==> src/rtl/core/assert_macros.svh <==
// ----------------------------------------------------------------------------
// Assertion macros shared by the RTL
// Clocked property wrappers, disabled while reset is asserted.
// ----------------------------------------------------------------------------
`ifndef ASSERT_MACROS_SVH
`define ASSERT_MACROS_SVH

// Implication in the same cycle.
`define ASSERT_SAME(label, clk, rst_n, ante, cons) \
    label: assert property (@(posedge clk) disable iff (!rst_n) (ante) |-> (cons)) \
        else $error("assertion failed");

// Implication in the following cycle.
`define ASSERT_NEXT(label, clk, rst_n, ante, cons) \
    label: assert property (@(posedge clk) disable iff (!rst_n) (ante) |=> (cons)) \
        else $error("assertion failed");

`endif

==> src/rtl/core/cetd_pkg.sv <==
// ----------------------------------------------------------------------------
// cetd_pkg
// Field widths and calendar constants for the epoch to civil date converter.
// ----------------------------------------------------------------------------
package cetd_pkg;

    localparam int EPOCH_W  = 32;
    localparam int YEAR_W   = 12;
    localparam int MONTH_W  = 4;
    localparam int DAY_W    = 5;
    localparam int HOUR_W   = 5;
    localparam int MINUTE_W = 6;
    localparam int SECOND_W = 6;

    // 86400 = 128 * 675: the low 7 bits of the count bypass the divider.
    localparam int DAY_SHIFT       = 7;
    localparam int SECS_DAY_ODD    = 675;
    localparam int REM_W           = 17;

    localparam int DAYS_PER_ERA    = 146097;
    localparam int DAYS_TO_1970    = 719468;   // 0000-03-01 to 1970-01-01
    localparam int DAYS_PER_4Y     = 1460;
    localparam int DAYS_PER_100Y   = 36524;
    localparam int LAST_DAY_OF_ERA = 146096;
    localparam int DAYS_PER_YEAR   = 365;
    localparam int YEARS_PER_CENT  = 100;
    localparam int YEARS_PER_ERA   = 400;
    localparam int DAYS_PER_5MON   = 153;
    localparam int MONTHS_PER_5MON = 5;
    localparam int SECS_PER_HOUR   = 3600;
    localparam int SECS_PER_MIN    = 60;

    localparam int DOE_W = 18;
    localparam int YOE_W = 10;
    localparam int DOY_W = 9;
    localparam int MP_W  = 4;
    localparam int MDX_W = 11;   // width of 5*doy+2 and 153*mp+2

    localparam logic [MP_W-1:0]    MP_JANUARY = MP_W'(10);
    localparam logic [MONTH_W-1:0] MONTH_FEB  = MONTH_W'(2);

endpackage

==> src/rtl/core/cetd_epoch_if.sv <==
// ----------------------------------------------------------------------------
// cetd_epoch_if
// Request channel carrying one epoch second count.
// ----------------------------------------------------------------------------
interface cetd_epoch_if;
    import cetd_pkg::*;

    logic                 valid;
    logic                 ready;
    logic [EPOCH_W-1:0]   epoch_seconds;

    modport source (output valid, output epoch_seconds, input ready);
    modport sink   (input valid, input epoch_seconds, output ready);
endinterface

==> src/rtl/core/cetd_civil_if.sv <==
// ----------------------------------------------------------------------------
// cetd_civil_if
// Request channel carrying one civil date and time of day.
// ----------------------------------------------------------------------------
interface cetd_civil_if;
    import cetd_pkg::*;

    logic                 valid;
    logic                 ready;
    logic [YEAR_W-1:0]    year_out;
    logic [MONTH_W-1:0]   month_out;
    logic [DAY_W-1:0]     day_out;
    logic [HOUR_W-1:0]    hour_out;
    logic [MINUTE_W-1:0]  minute_out;
    logic [SECOND_W-1:0]  second_out;

    modport source (output valid, output year_out, output month_out, output day_out,
                    output hour_out, output minute_out, output second_out, input ready);
    modport sink   (input valid, input year_out, input month_out, input day_out,
                    input hour_out, input minute_out, input second_out, output ready);
endinterface

==> src/rtl/core/epoch_seconds_to_civil_date.sv <==
// ----------------------------------------------------------------------------
// epoch_seconds_to_civil_date
// Unix second count to Gregorian year, month, day, hour, minute, second.
// ----------------------------------------------------------------------------
// Usage:
//   epoch (sink): one request holds an unsigned 32-bit count of seconds since
//   1970-01-01 00:00:00. civil (source): one request per input holds the
//   date and time of day, in input order. Both use valid/ready; a request
//   moves on a rising clk edge with valid and ready high.
// Pipeline: 32 register stages from the epoch port to the civil port.
// Throughput: one request per cycle when civil is not stalled. Ten constant
//   dividers of three stages each (reciprocal multiply, back multiply, fixup)
//   plus two glue stages form the pipeline; all stages advance together.
// Stall: while civil.valid is high and civil.ready low the whole pipeline
//   holds and epoch.ready is low; nothing is dropped or repeated.
// Reset: rst_n (async, low) clears all valid bits; the pipeline is empty.
// EPOCH_BITS (32..40) sets the internal count width; the port stays 32 bits.
// ----------------------------------------------------------------------------
`include "assert_macros.svh"

module epoch_seconds_to_civil_date #(
    parameter int EPOCH_BITS = 32
) (
    input  logic         clk,
    input  logic         rst_n,
    cetd_epoch_if.sink   epoch,
    cetd_civil_if.source civil
);
    import cetd_pkg::*;

    localparam int EB    = EPOCH_BITS;
    localparam int W1    = EB - DAY_SHIFT;
    localparam int DAYS_W = EB - 16;
    localparam int W2    = EB - 11;
    localparam int ERA_W = EB - 28;

    typedef struct packed {
        logic [ERA_W-1:0] era;
        logic [DOE_W-1:0] doe;
        logic [REM_W-1:0] rem;
    } tag3_t;

    typedef struct packed {
        tag3_t      t3;
        logic [7:0] a;
    } tag4_t;

    typedef struct packed {
        tag3_t            t3;
        logic [YOE_W-1:0] yoe;
    } tag6_t;

    typedef struct packed {
        logic [ERA_W-1:0] era;
        logic [YOE_W-1:0] yoe;
        logic [REM_W-1:0] rem;
        logic [DOY_W-1:0] doy;
    } tag7_t;

    typedef struct packed {
        tag7_t           t7;
        logic [MP_W-1:0] mp;
    } tag8_t;

    typedef struct packed {
        logic [YEAR_W-1:0]  year;
        logic [MONTH_W-1:0] month;
        logic [DAY_W-1:0]   day;
    } date_t;

    typedef struct packed {
        date_t             d;
        logic [HOUR_W-1:0] hour;
    } tag10_t;

    logic en;
    logic [EB-1:0] t;

    // global advance: everything moves unless the head result is blocked
    assign en          = !civil.valid || civil.ready;
    assign epoch.ready = en;
    assign t           = EB'(epoch.epoch_seconds);

    // days and seconds of day
    logic                 v1;
    logic [DAYS_W-1:0]    days;
    logic [9:0]           r1;
    logic [DAY_SHIFT-1:0] low7;
    logic [REM_W-1:0]     rem1;

    cetd_divc #(.W(W1), .D(SECS_DAY_ODD), .TW(DAY_SHIFT)) u_day (
        .clk(clk), .rst_n(rst_n), .en(en), .in_valid(epoch.valid),
        .x(t[EB-1:DAY_SHIFT]), .tag_in(t[DAY_SHIFT-1:0]),
        .out_valid(v1), .q(days), .r(r1), .tag_out(low7)
    );
    assign rem1 = {r1, low7};

    // era and day of era
    logic              v2;
    logic [W2-1:0]     z;
    logic [ERA_W-1:0]  era2;
    logic [DOE_W-1:0]  doe2;
    logic [REM_W-1:0]  rem2;

    assign z = W2'(days) + W2'(DAYS_TO_1970);

    cetd_divc #(.W(W2), .D(DAYS_PER_ERA), .TW(REM_W)) u_era (
        .clk(clk), .rst_n(rst_n), .en(en), .in_valid(v1),
        .x(z), .tag_in(rem1),
        .out_valid(v2), .q(era2), .r(doe2), .tag_out(rem2)
    );

    tag3_t tag3_in, tag3_out;
    tag4_t tag4_in, tag4_out;
    logic       v3, v4;
    logic [7:0] a3;
    logic [2:0] b4;

    assign tag3_in = '{era: era2, doe: doe2, rem: rem2};

    cetd_divc #(.W(DOE_W), .D(DAYS_PER_4Y), .TW($bits(tag3_t))) u_d4y (
        .clk(clk), .rst_n(rst_n), .en(en), .in_valid(v2),
        .x(doe2), .tag_in(tag3_in),
        .out_valid(v3), .q(a3), .r(), .tag_out(tag3_out)
    );

    assign tag4_in = '{t3: tag3_out, a: a3};

    cetd_divc #(.W(DOE_W), .D(DAYS_PER_100Y), .TW($bits(tag4_t))) u_d100y (
        .clk(clk), .rst_n(rst_n), .en(en), .in_valid(v3),
        .x(tag3_out.doe), .tag_in(tag4_in),
        .out_valid(v4), .q(b4), .r(), .tag_out(tag4_out)
    );

    // year of era
    logic [DOE_W-1:0] n;
    logic             v5, v6;
    logic [YOE_W-1:0] yoe5;
    tag3_t            tag5_out;
    tag6_t            tag6_in, tag6_out;
    logic [3:0]       c6;

    assign n = tag4_out.t3.doe - DOE_W'(tag4_out.a) + DOE_W'(b4)
             - DOE_W'(tag4_out.t3.doe == DOE_W'(LAST_DAY_OF_ERA));

    cetd_divc #(.W(DOE_W), .D(DAYS_PER_YEAR), .TW($bits(tag3_t))) u_yoe (
        .clk(clk), .rst_n(rst_n), .en(en), .in_valid(v4),
        .x(n), .tag_in(tag4_out.t3),
        .out_valid(v5), .q(yoe5), .r(), .tag_out(tag5_out)
    );

    assign tag6_in = '{t3: tag5_out, yoe: yoe5};

    cetd_divc #(.W(YOE_W), .D(YEARS_PER_CENT), .TW($bits(tag6_t))) u_cent (
        .clk(clk), .rst_n(rst_n), .en(en), .in_valid(v5),
        .x(yoe5), .tag_in(tag6_in),
        .out_valid(v6), .q(c6), .r(), .tag_out(tag6_out)
    );

    // day of year, registered
    logic [DOE_W-1:0] yday;
    logic             v7_reg;
    tag7_t            tag7_reg, tag7_next;

    assign yday = DOE_W'(tag6_out.yoe) * DOE_W'(DAYS_PER_YEAR)
                + DOE_W'(tag6_out.yoe >> 2) - DOE_W'(c6);

    always_comb
    begin
        tag7_next.era = tag6_out.t3.era;
        tag7_next.yoe = tag6_out.yoe;
        tag7_next.rem = tag6_out.t3.rem;
        tag7_next.doy = DOY_W'(tag6_out.t3.doe - yday);
    end

    // month index from March
    logic             v8, v9;
    logic [MDX_W-1:0] x7, x8;
    logic [MP_W-1:0]  mp8;
    logic [8:0]       k9;
    tag7_t            tag8_t7;
    tag8_t            tag8_in, tag8_out;

    assign x7 = MDX_W'(tag7_reg.doy) * MDX_W'(MONTHS_PER_5MON) + MDX_W'(2);

    cetd_divc #(.W(MDX_W), .D(DAYS_PER_5MON), .TW($bits(tag7_t))) u_mp (
        .clk(clk), .rst_n(rst_n), .en(en), .in_valid(v7_reg),
        .x(x7), .tag_in(tag7_reg),
        .out_valid(v8), .q(mp8), .r(), .tag_out(tag8_t7)
    );

    assign x8      = MDX_W'(mp8) * MDX_W'(DAYS_PER_5MON) + MDX_W'(2);
    assign tag8_in = '{t7: tag8_t7, mp: mp8};

    cetd_divc #(.W(MDX_W), .D(MONTHS_PER_5MON), .TW($bits(tag8_t))) u_mstart (
        .clk(clk), .rst_n(rst_n), .en(en), .in_valid(v8),
        .x(x8), .tag_in(tag8_in),
        .out_valid(v9), .q(k9), .r(), .tag_out(tag8_out)
    );

    // civil date, registered
    logic               v10_reg;
    date_t              date_reg, date_next;
    logic [REM_W-1:0]   rem10_reg;
    logic [MONTH_W-1:0] month;

    always_comb
    begin
        month = (tag8_out.mp < MP_JANUARY) ? MONTH_W'(tag8_out.mp + MP_W'(3))
                                           : MONTH_W'(tag8_out.mp - MP_W'(9));
        date_next.month = month;
        date_next.day   = DAY_W'(tag8_out.t7.doy - k9 + DOY_W'(1));
        date_next.year  = YEAR_W'(tag8_out.t7.yoe)
                        + YEAR_W'(tag8_out.t7.era) * YEAR_W'(YEARS_PER_ERA)
                        + YEAR_W'(month <= MONTH_FEB);
    end

    always_ff @(posedge clk or negedge rst_n)
    begin
        if (!rst_n)
        begin
            v7_reg  <= 1'b0;
            v10_reg <= 1'b0;
        end
        else if (en)
        begin
            v7_reg  <= v6;
            v10_reg <= v9;
        end
    end

    always_ff @(posedge clk)
    begin
        if (en)
        begin
            tag7_reg  <= tag7_next;
            date_reg  <= date_next;
            rem10_reg <= tag8_out.t7.rem;
        end
    end

    // time of day
    logic              v11, v12;
    logic [5:0]        hour11;
    logic [11:0]       r11;
    date_t             date11;
    tag10_t            tag12_in, tag12_out;
    logic [6:0]        min12;
    logic [5:0]        sec12;

    cetd_divc #(.W(REM_W), .D(SECS_PER_HOUR), .TW($bits(date_t))) u_hour (
        .clk(clk), .rst_n(rst_n), .en(en), .in_valid(v10_reg),
        .x(rem10_reg), .tag_in(date_reg),
        .out_valid(v11), .q(hour11), .r(r11), .tag_out(date11)
    );

    assign tag12_in = '{d: date11, hour: HOUR_W'(hour11)};

    cetd_divc #(.W(12), .D(SECS_PER_MIN), .TW($bits(tag10_t))) u_min (
        .clk(clk), .rst_n(rst_n), .en(en), .in_valid(v11),
        .x(r11), .tag_in(tag12_in),
        .out_valid(v12), .q(min12), .r(sec12), .tag_out(tag12_out)
    );

    assign civil.valid      = v12;
    assign civil.year_out   = tag12_out.d.year;
    assign civil.month_out  = tag12_out.d.month;
    assign civil.day_out    = tag12_out.d.day;
    assign civil.hour_out   = tag12_out.hour;
    assign civil.minute_out = MINUTE_W'(min12);
    assign civil.second_out = sec12;

    // a blocked result freezes the input side
    `ASSERT_SAME(a_stall_blocks_input, clk, rst_n,
        civil.valid && !civil.ready, !epoch.ready)
    `ASSERT_SAME(a_date_range, clk, rst_n, civil.valid,
        civil.month_out >= MONTH_W'(1) && civil.month_out <= MONTH_W'(12)
        && civil.day_out >= DAY_W'(1))
    `ASSERT_SAME(a_time_range, clk, rst_n, civil.valid,
        civil.hour_out < HOUR_W'(24) && civil.minute_out < MINUTE_W'(60)
        && civil.second_out < SECOND_W'(60))
    `ASSERT_NEXT(a_stall_holds_head, clk, rst_n,
        civil.valid && !civil.ready, civil.valid && $stable(civil.year_out))
endmodule

==> src/rtl/core/cetd_divc.sv <==
// ----------------------------------------------------------------------------
// cetd_divc
// Three stage divide by a constant: reciprocal multiply, back multiply, fixup.
// ----------------------------------------------------------------------------
module cetd_divc #(
    parameter int W  = 18,
    parameter int D  = 3,
    parameter int TW = 1,
    localparam int DW = $clog2(D + 1),
    localparam int QW = W - DW + 1
) (
    input  logic          clk,
    input  logic          rst_n,
    input  logic          en,
    input  logic          in_valid,
    input  logic [W-1:0]  x,
    input  logic [TW-1:0] tag_in,
    output logic          out_valid,
    output logic [QW-1:0] q,
    output logic [DW-1:0] r,
    output logic [TW-1:0] tag_out
);
    import cetd_pkg::*;

    localparam logic [W:0]    ONE_W  = {1'b1, {W{1'b0}}};
    localparam logic [W:0]    M_FULL = ONE_W / (W + 1)'(D);
    localparam logic [QW-1:0] M      = M_FULL[QW-1:0];
    localparam logic [DW-1:0] DC     = DW'(D);

    logic [2:0]        v_reg;
    logic [W-1:0]      x1_reg;
    logic [QW-1:0]     q1_reg, q2_reg, q3_reg;
    logic [DW:0]       r2_reg;
    logic [DW-1:0]     r3_reg;
    logic [TW-1:0]     t1_reg, t2_reg, t3_reg;

    logic [W+QW-1:0]   prod;
    logic [QW+DW-1:0]  back;
    logic [W:0]        diff;
    logic              ge;
    logic [QW-1:0]     q1_next;
    logic [DW:0]       r2_next;

    // q1 is floor(x/D) or one less
    assign prod    = {{QW{1'b0}}, x} * {{W{1'b0}}, M};
    assign q1_next = prod[W+QW-1:W];
    assign back    = {{DW{1'b0}}, q1_reg} * {{QW{1'b0}}, DC};
    assign diff    = {1'b0, x1_reg} - back;
    assign r2_next = diff[DW:0];
    assign ge      = (r2_reg >= {1'b0, DC});

    always_ff @(posedge clk or negedge rst_n)
    begin
        if (!rst_n)
        begin
            v_reg <= '0;
        end
        else if (en)
        begin
            v_reg <= {v_reg[1:0], in_valid};
        end
    end

    always_ff @(posedge clk)
    begin
        if (en)
        begin
            x1_reg <= x;
            q1_reg <= q1_next;
            t1_reg <= tag_in;
            q2_reg <= q1_reg;
            r2_reg <= r2_next;
            t2_reg <= t1_reg;
            q3_reg <= ge ? q2_reg + QW'(1) : q2_reg;
            r3_reg <= ge ? DW'(r2_reg - {1'b0, DC}) : r2_reg[DW-1:0];
            t3_reg <= t2_reg;
        end
    end

    assign out_valid = v_reg[2];
    assign q         = q3_reg;
    assign r         = r3_reg;
    assign tag_out   = t3_reg;
endmodule
==> src/flat_wrapper.sv <==
// flat-port wrapper written by rule: the top's interface ports become plain ports
module epoch_seconds_to_civil_date_flat import cetd_pkg::*;
#(
    parameter int EPOCH_BITS = 32
)
  (clk, rst_n, epoch_valid, epoch_epoch_seconds, epoch_ready, civil_valid, civil_year_out, civil_month_out, civil_day_out, civil_hour_out, civil_minute_out, civil_second_out, civil_ready);
  cetd_epoch_if epoch_i ();
  cetd_civil_if civil_i ();
  input  logic clk;
  input  logic rst_n;
  input wire logic [$bits(epoch_i.valid)-1:0] epoch_valid;
  input wire logic [$bits(epoch_i.epoch_seconds)-1:0] epoch_epoch_seconds;
  output wire logic [$bits(epoch_i.ready)-1:0] epoch_ready;
  output wire logic [$bits(civil_i.valid)-1:0] civil_valid;
  output wire logic [$bits(civil_i.year_out)-1:0] civil_year_out;
  output wire logic [$bits(civil_i.month_out)-1:0] civil_month_out;
  output wire logic [$bits(civil_i.day_out)-1:0] civil_day_out;
  output wire logic [$bits(civil_i.hour_out)-1:0] civil_hour_out;
  output wire logic [$bits(civil_i.minute_out)-1:0] civil_minute_out;
  output wire logic [$bits(civil_i.second_out)-1:0] civil_second_out;
  input wire logic [$bits(civil_i.ready)-1:0] civil_ready;
  assign epoch_i.valid = epoch_valid;
  assign epoch_i.epoch_seconds = epoch_epoch_seconds;
  assign epoch_ready = epoch_i.ready;
  assign civil_valid = civil_i.valid;
  assign civil_year_out = civil_i.year_out;
  assign civil_month_out = civil_i.month_out;
  assign civil_day_out = civil_i.day_out;
  assign civil_hour_out = civil_i.hour_out;
  assign civil_minute_out = civil_i.minute_out;
  assign civil_second_out = civil_i.second_out;
  assign civil_i.ready = civil_ready;
  epoch_seconds_to_civil_date #(.EPOCH_BITS(EPOCH_BITS)) u_core (.clk(clk), .rst_n(rst_n), .epoch(epoch_i), .civil(civil_i));
endmodule
==> config.mk <==
export PLATFORM = sky130hd
export DESIGN_NAME = epoch_seconds_to_civil_date_flat
export DESIGN_NICKNAME = d
export VERILOG_FILES = /design/src/rtl/core/cetd_pkg.sv /design/src/rtl/core/cetd_epoch_if.sv /design/src/rtl/core/cetd_civil_if.sv /design/src/rtl/core/epoch_seconds_to_civil_date.sv /design/src/rtl/core/cetd_divc.sv /design/src/flat_wrapper.sv
export VERILOG_INCLUDE_DIRS = /design/src /design/src/rtl/core
export SDC_FILE = /design/constraint.sdc
export NUM_CORES = 2
export LEC_CHECK = 0
export ABC_CLOCK_PERIOD_IN_PS = 125300
export BUFFER_PORTS_ARGS = -buffer_cell sky130_fd_sc_hd__buf_2
export CAP_MARGIN = 30
export CORE_MARGIN = 5
export CORE_UTILIZATION = 30
export CTS_CLUSTER_SIZE = 25
export DETAILED_ROUTE_END_ITERATION = 8
export GPL_TIMING_DRIVEN = 0
export PLACE_DENSITY_LB_ADDON = 0.3
export REMOVE_ABC_BUFFERS = 1
export SLEW_MARGIN = 20
export SYNTH_ARGS = -nofsm -noshare
export SYNTH_HDL_FRONTEND = slang
export SYNTH_SLANG_ARGS = --single-unit
==> constraint.sdc <==
create_clock -name clk -period 125.3 [get_ports clk]
set_input_delay 12.53 -clock clk [delete_from_list [all_inputs] [get_ports clk]]
set_output_delay 12.53 -clock clk [all_outputs]
set_load 0.02 [all_outputs]
==> results.md <==
- Status: finished clean
- Ys Warns: 0
- Post-cts sizing count: 0
- Top layer in use: met4
- Ys flop type: edfxtp_1
- Share of layout cells above drive strength 1: 8.03%
- Worst r2r src: u_core.u_d100y.tag_out[40]
- Worst reg2reg path endpoint: u_core.u_yoe.q1_reg[9]
- R2R depth: 35
- Fin crit period: 26.84 ns
- Min-delay src: u_core.u_d100y.t2_reg[33]
- Antenna viol nets, final: 0
- Core Area: 235000 um2
- Flop2flop setup slack: 116.29 ns
- Min-delay worst type: flop to flop
- CTS H-tree lvls: 4
- Drt drc: 0
- Post-DP HPWL: 75700 um
- Hold Path Depth: 0
- Worst skew pair latency: 0.78 ns
- Yosys cell types: 75
- Worst Hold Path EP: u_core.u_d100y.tag_out[33]
- Worst Skew: 0.0392 ns
- PortBufs: 75
- Final TNS setup: 0 ns
- Met2 Wirelength: 53300 um
- Gr usage total: 8.74%
- First-pass GRT wire length: 179000 um
- Largest net degree at the start of global routing: 60
- Max Slew Vio Count: 0
- DR pass1 iterations: 5
- Syn Std Cell Area: 71000 um2
- Number of flops mapped to enable cells by yosys: 1358
- Number of buffers created by CTS: 157
- Vias per inst: 4.14
- CP Max Fanout: 55
- Clock sinks: 1390
- # setup viols final: 0
- Post-Route WL: 105000 um
- Area grow syn2layout: 14.5%
- Post-CTS Setup Inserts: 0
- Ant. Diodes: 0
- Gr ovfl total: 0
- TritonCTS clock tree: yes
- Die ar.: 246000 um2
- Synth Register Bits: 1390
- Drt initial violations: 1570
- Crit share post-route: 21.4%
- CP Launch Type: primary input
- Max FFs per register: 45
- Number of global-route vias before repair: 36400
- Hold Buf Count CTS: 0
- Setup Crit Path Kind: primary input to output port
- DRT met1 WL: 45200 um
- Clock buffer depth: 3
- Global placer's final weighted congestion: 0.775
- Row count: 178
- Die Ht: 496 um
- Initial antenna violation count: 0
- Post-synth ARST share: 2.30%
- Gate Count Post-Synth: 4744
- Mean routed wirelength per cell: 12.6 um
- Met3 wire len: 3410 um
- Via count: 34300
- Fillers: 22600
- Slew Limit Headroom: 38.5%
- Worst Tran Pin Value: 0.916 ns
- RSZ-0062 raised after global routing: false
- Nets: 6196
- Max-Cap Viols: 0
- Post-Syn Area per Cell: 15.0 um2
- Max Freq: 37.3 MHz
- Post-synthesis sequential area ratio: 58.6%
- CP Capture Type: output port
- Root buffer cell: clkbuf_16
- Worst-path clk slew: 0.06 ns
- Crit path arrival time: 14.31 ns
- Die W: 496 um
- I/O pin cnt: 76
- Initial Utilization: 30.1%
- WP data required: 112.77 ns
- Final hold vios: 0
-- worst max-delay path, cell delays in order --
cell and delay (ns):
buf_2 0.07, nand2b_4 0.32, buf_12 0.27, buf_16 0.30
buf_12 0.28, buf_12 0.25, buf_2 0.21
-- placed cells by master (no fill, tap or decap), types with 7 or more instances in the layout --
| cell type | Yosys | routed |
|---|---|---|
| a31o_2 | 12 | 12 |
| mux2_2 | 41 | 41 |
| a21boi_0 | 7 | 7 |
| a211oi_1 | 15 | 15 |
| o21ai_0 | 93 | 93 |
| nor2_1 | 140 | 140 |
| edfxtp_1 | 1358 | 1358 |
| o211ai_1 | 10 | 10 |
| nand3_1 | 28 | 28 |
| buf_12 | 0 | 7 |
| a31oi_1 | 13 | 13 |
| nand2b_1 | 35 | 34 |
| or3_1 | 13 | 13 |
| nor3_1 | 41 | 41 |
| dfrtp_1 | 32 | 32 |
| clkbuf_1 | 5 | 30 |
| or2_2 | 14 | 14 |
| buf_16 | 0 | 21 |
| nand2_1 | 105 | 105 |
| buf_2 | 0 | 76 |
| xor2_1 | 103 | 103 |
| clkinv_1 | 0 | 33 |
| a21oi_1 | 133 | 133 |
| o21a_1 | 43 | 43 |
| nand4_1 | 24 | 24 |
| and3_1 | 14 | 14 |
| clkbuf_16 | 0 | 159 |
| nor4_1 | 13 | 13 |
| clkinv_2 | 0 | 20 |
| xnor2_1 | 261 | 260 |
| nand3b_1 | 8 | 8 |
| o21bai_1 | 16 | 16 |
| nor2b_1 | 33 | 33 |
| bufinv_16 | 0 | 19 |
| a21o_1 | 62 | 62 |
| ha_1 | 813 | 813 |
| fa_1 | 344 | 344 |
| and2_1 | 11 | 11 |
| inv_1 | 815 | 815 |
-- synthesized netlist by cell type (28+ instances only) --
master | instances | area share [%]
a21oi_1 | 133 | 0.94
nor3_1 | 41 | 0.29
mux2_2 | 41 | 0.65
inv_1 | 815 | 4.3
a21o_1 | 62 | 0.66
xnor2_1 | 261 | 3.2
edfxtp_1 | 1358 | 57
nor2_1 | 140 | 0.74
nor2b_1 | 33 | 0.29
nand2_1 | 105 | 0.56
nand3_1 | 28 | 0.20
ha_1 | 813 | 14
xor2_1 | 103 | 1.3
dfrtp_1 | 32 | 1.1
o21a_1 | 43 | 0.45
fa_1 | 344 | 9.7
o21ai_0 | 93 | 0.66
nand2b_1 | 35 | 0.31
-- layer usage --
| layer | GRT usage, % | up-vias |
|---|---|---|
| li1 | - | 17200 |
| met1 | 10.4 | 16600 |
| met2 | 15.8 | 339 |
| met3 | 1.90 | 179 |
| met4 | 2.71 | 0 |
| met5 | 0 | - |
-- per-stage QoR --
| stage | setup slack [ns] | util, % | instances | hold slack [ns] | cell area, um2 |
|---|---|---|---|---|---|
| 2_1_floorplan | 67.10 | - | 4737 | 0.400 | 70900 |
| 3_3_place_gp | 49.75 | 32.0 | 7962 | 0.400 | 75200 |
| 3_5_place_dp | 98.40 | 32.3 | 7994 | 0.405 | 76000 |
| 4_1_cts | 98.40 | 34.5 | 8281 | 0.377 | 81300 |
| 5_1_grt | 98.31 | 34.5 | 8281 | 0.381 | 81300 |
| 6_report | 98.46 | 34.5 | 8281 | 0.387 | 81300 |
-- how the worst max path moves through the flow --
stage | startpoint | endpoint | slack, ns | depth (start not counted)
after floorplan | civil_ready | epoch_ready | 67.10 | 1
after global placement | civil_ready | epoch_ready | 49.75 | 3
after detailed placement | civil_ready | epoch_ready | 98.40 | 7
after CTS | civil_ready | epoch_ready | 98.40 | 7
after global routing | civil_ready | epoch_ready | 98.31 | 7
final | civil_ready | epoch_ready | 98.46 | 7
-- cells by family (layout without fill, tap and decap cells) --
family	Yosys count	count (layout)	share of synthesized area, %
flops	1390	1390	58.6
fa+ha+maj	1157	1157	24.0
buf+inv	822	1209	4.36
simple gates	497	497	3.48
compound gates	468	468	4.32
xor+xnor	364	364	4.49
mux	46	46	0.721
-- cell type report --
| class | count | area (um2) | area share, % |
|---|---|---|---|
| clock buffers | 191 | 4120 | 5.07 |
| clock inverters | 96 | 1150 | 1.41 |
| inverters | 815 | 3060 | 3.76 |
| multi-input cells | 2532 | 26300 | 32.4 |
| flip-flops and latches | 1390 | 41600 | 51.2 |
| well taps | 3150 | 3940 | 4.85 |
| repair buffers | 107 | 1130 | 1.39 |
Power is not shown: default switching activity piles up to over one toggle a cycle in this logic, so the estimate is an artifact.
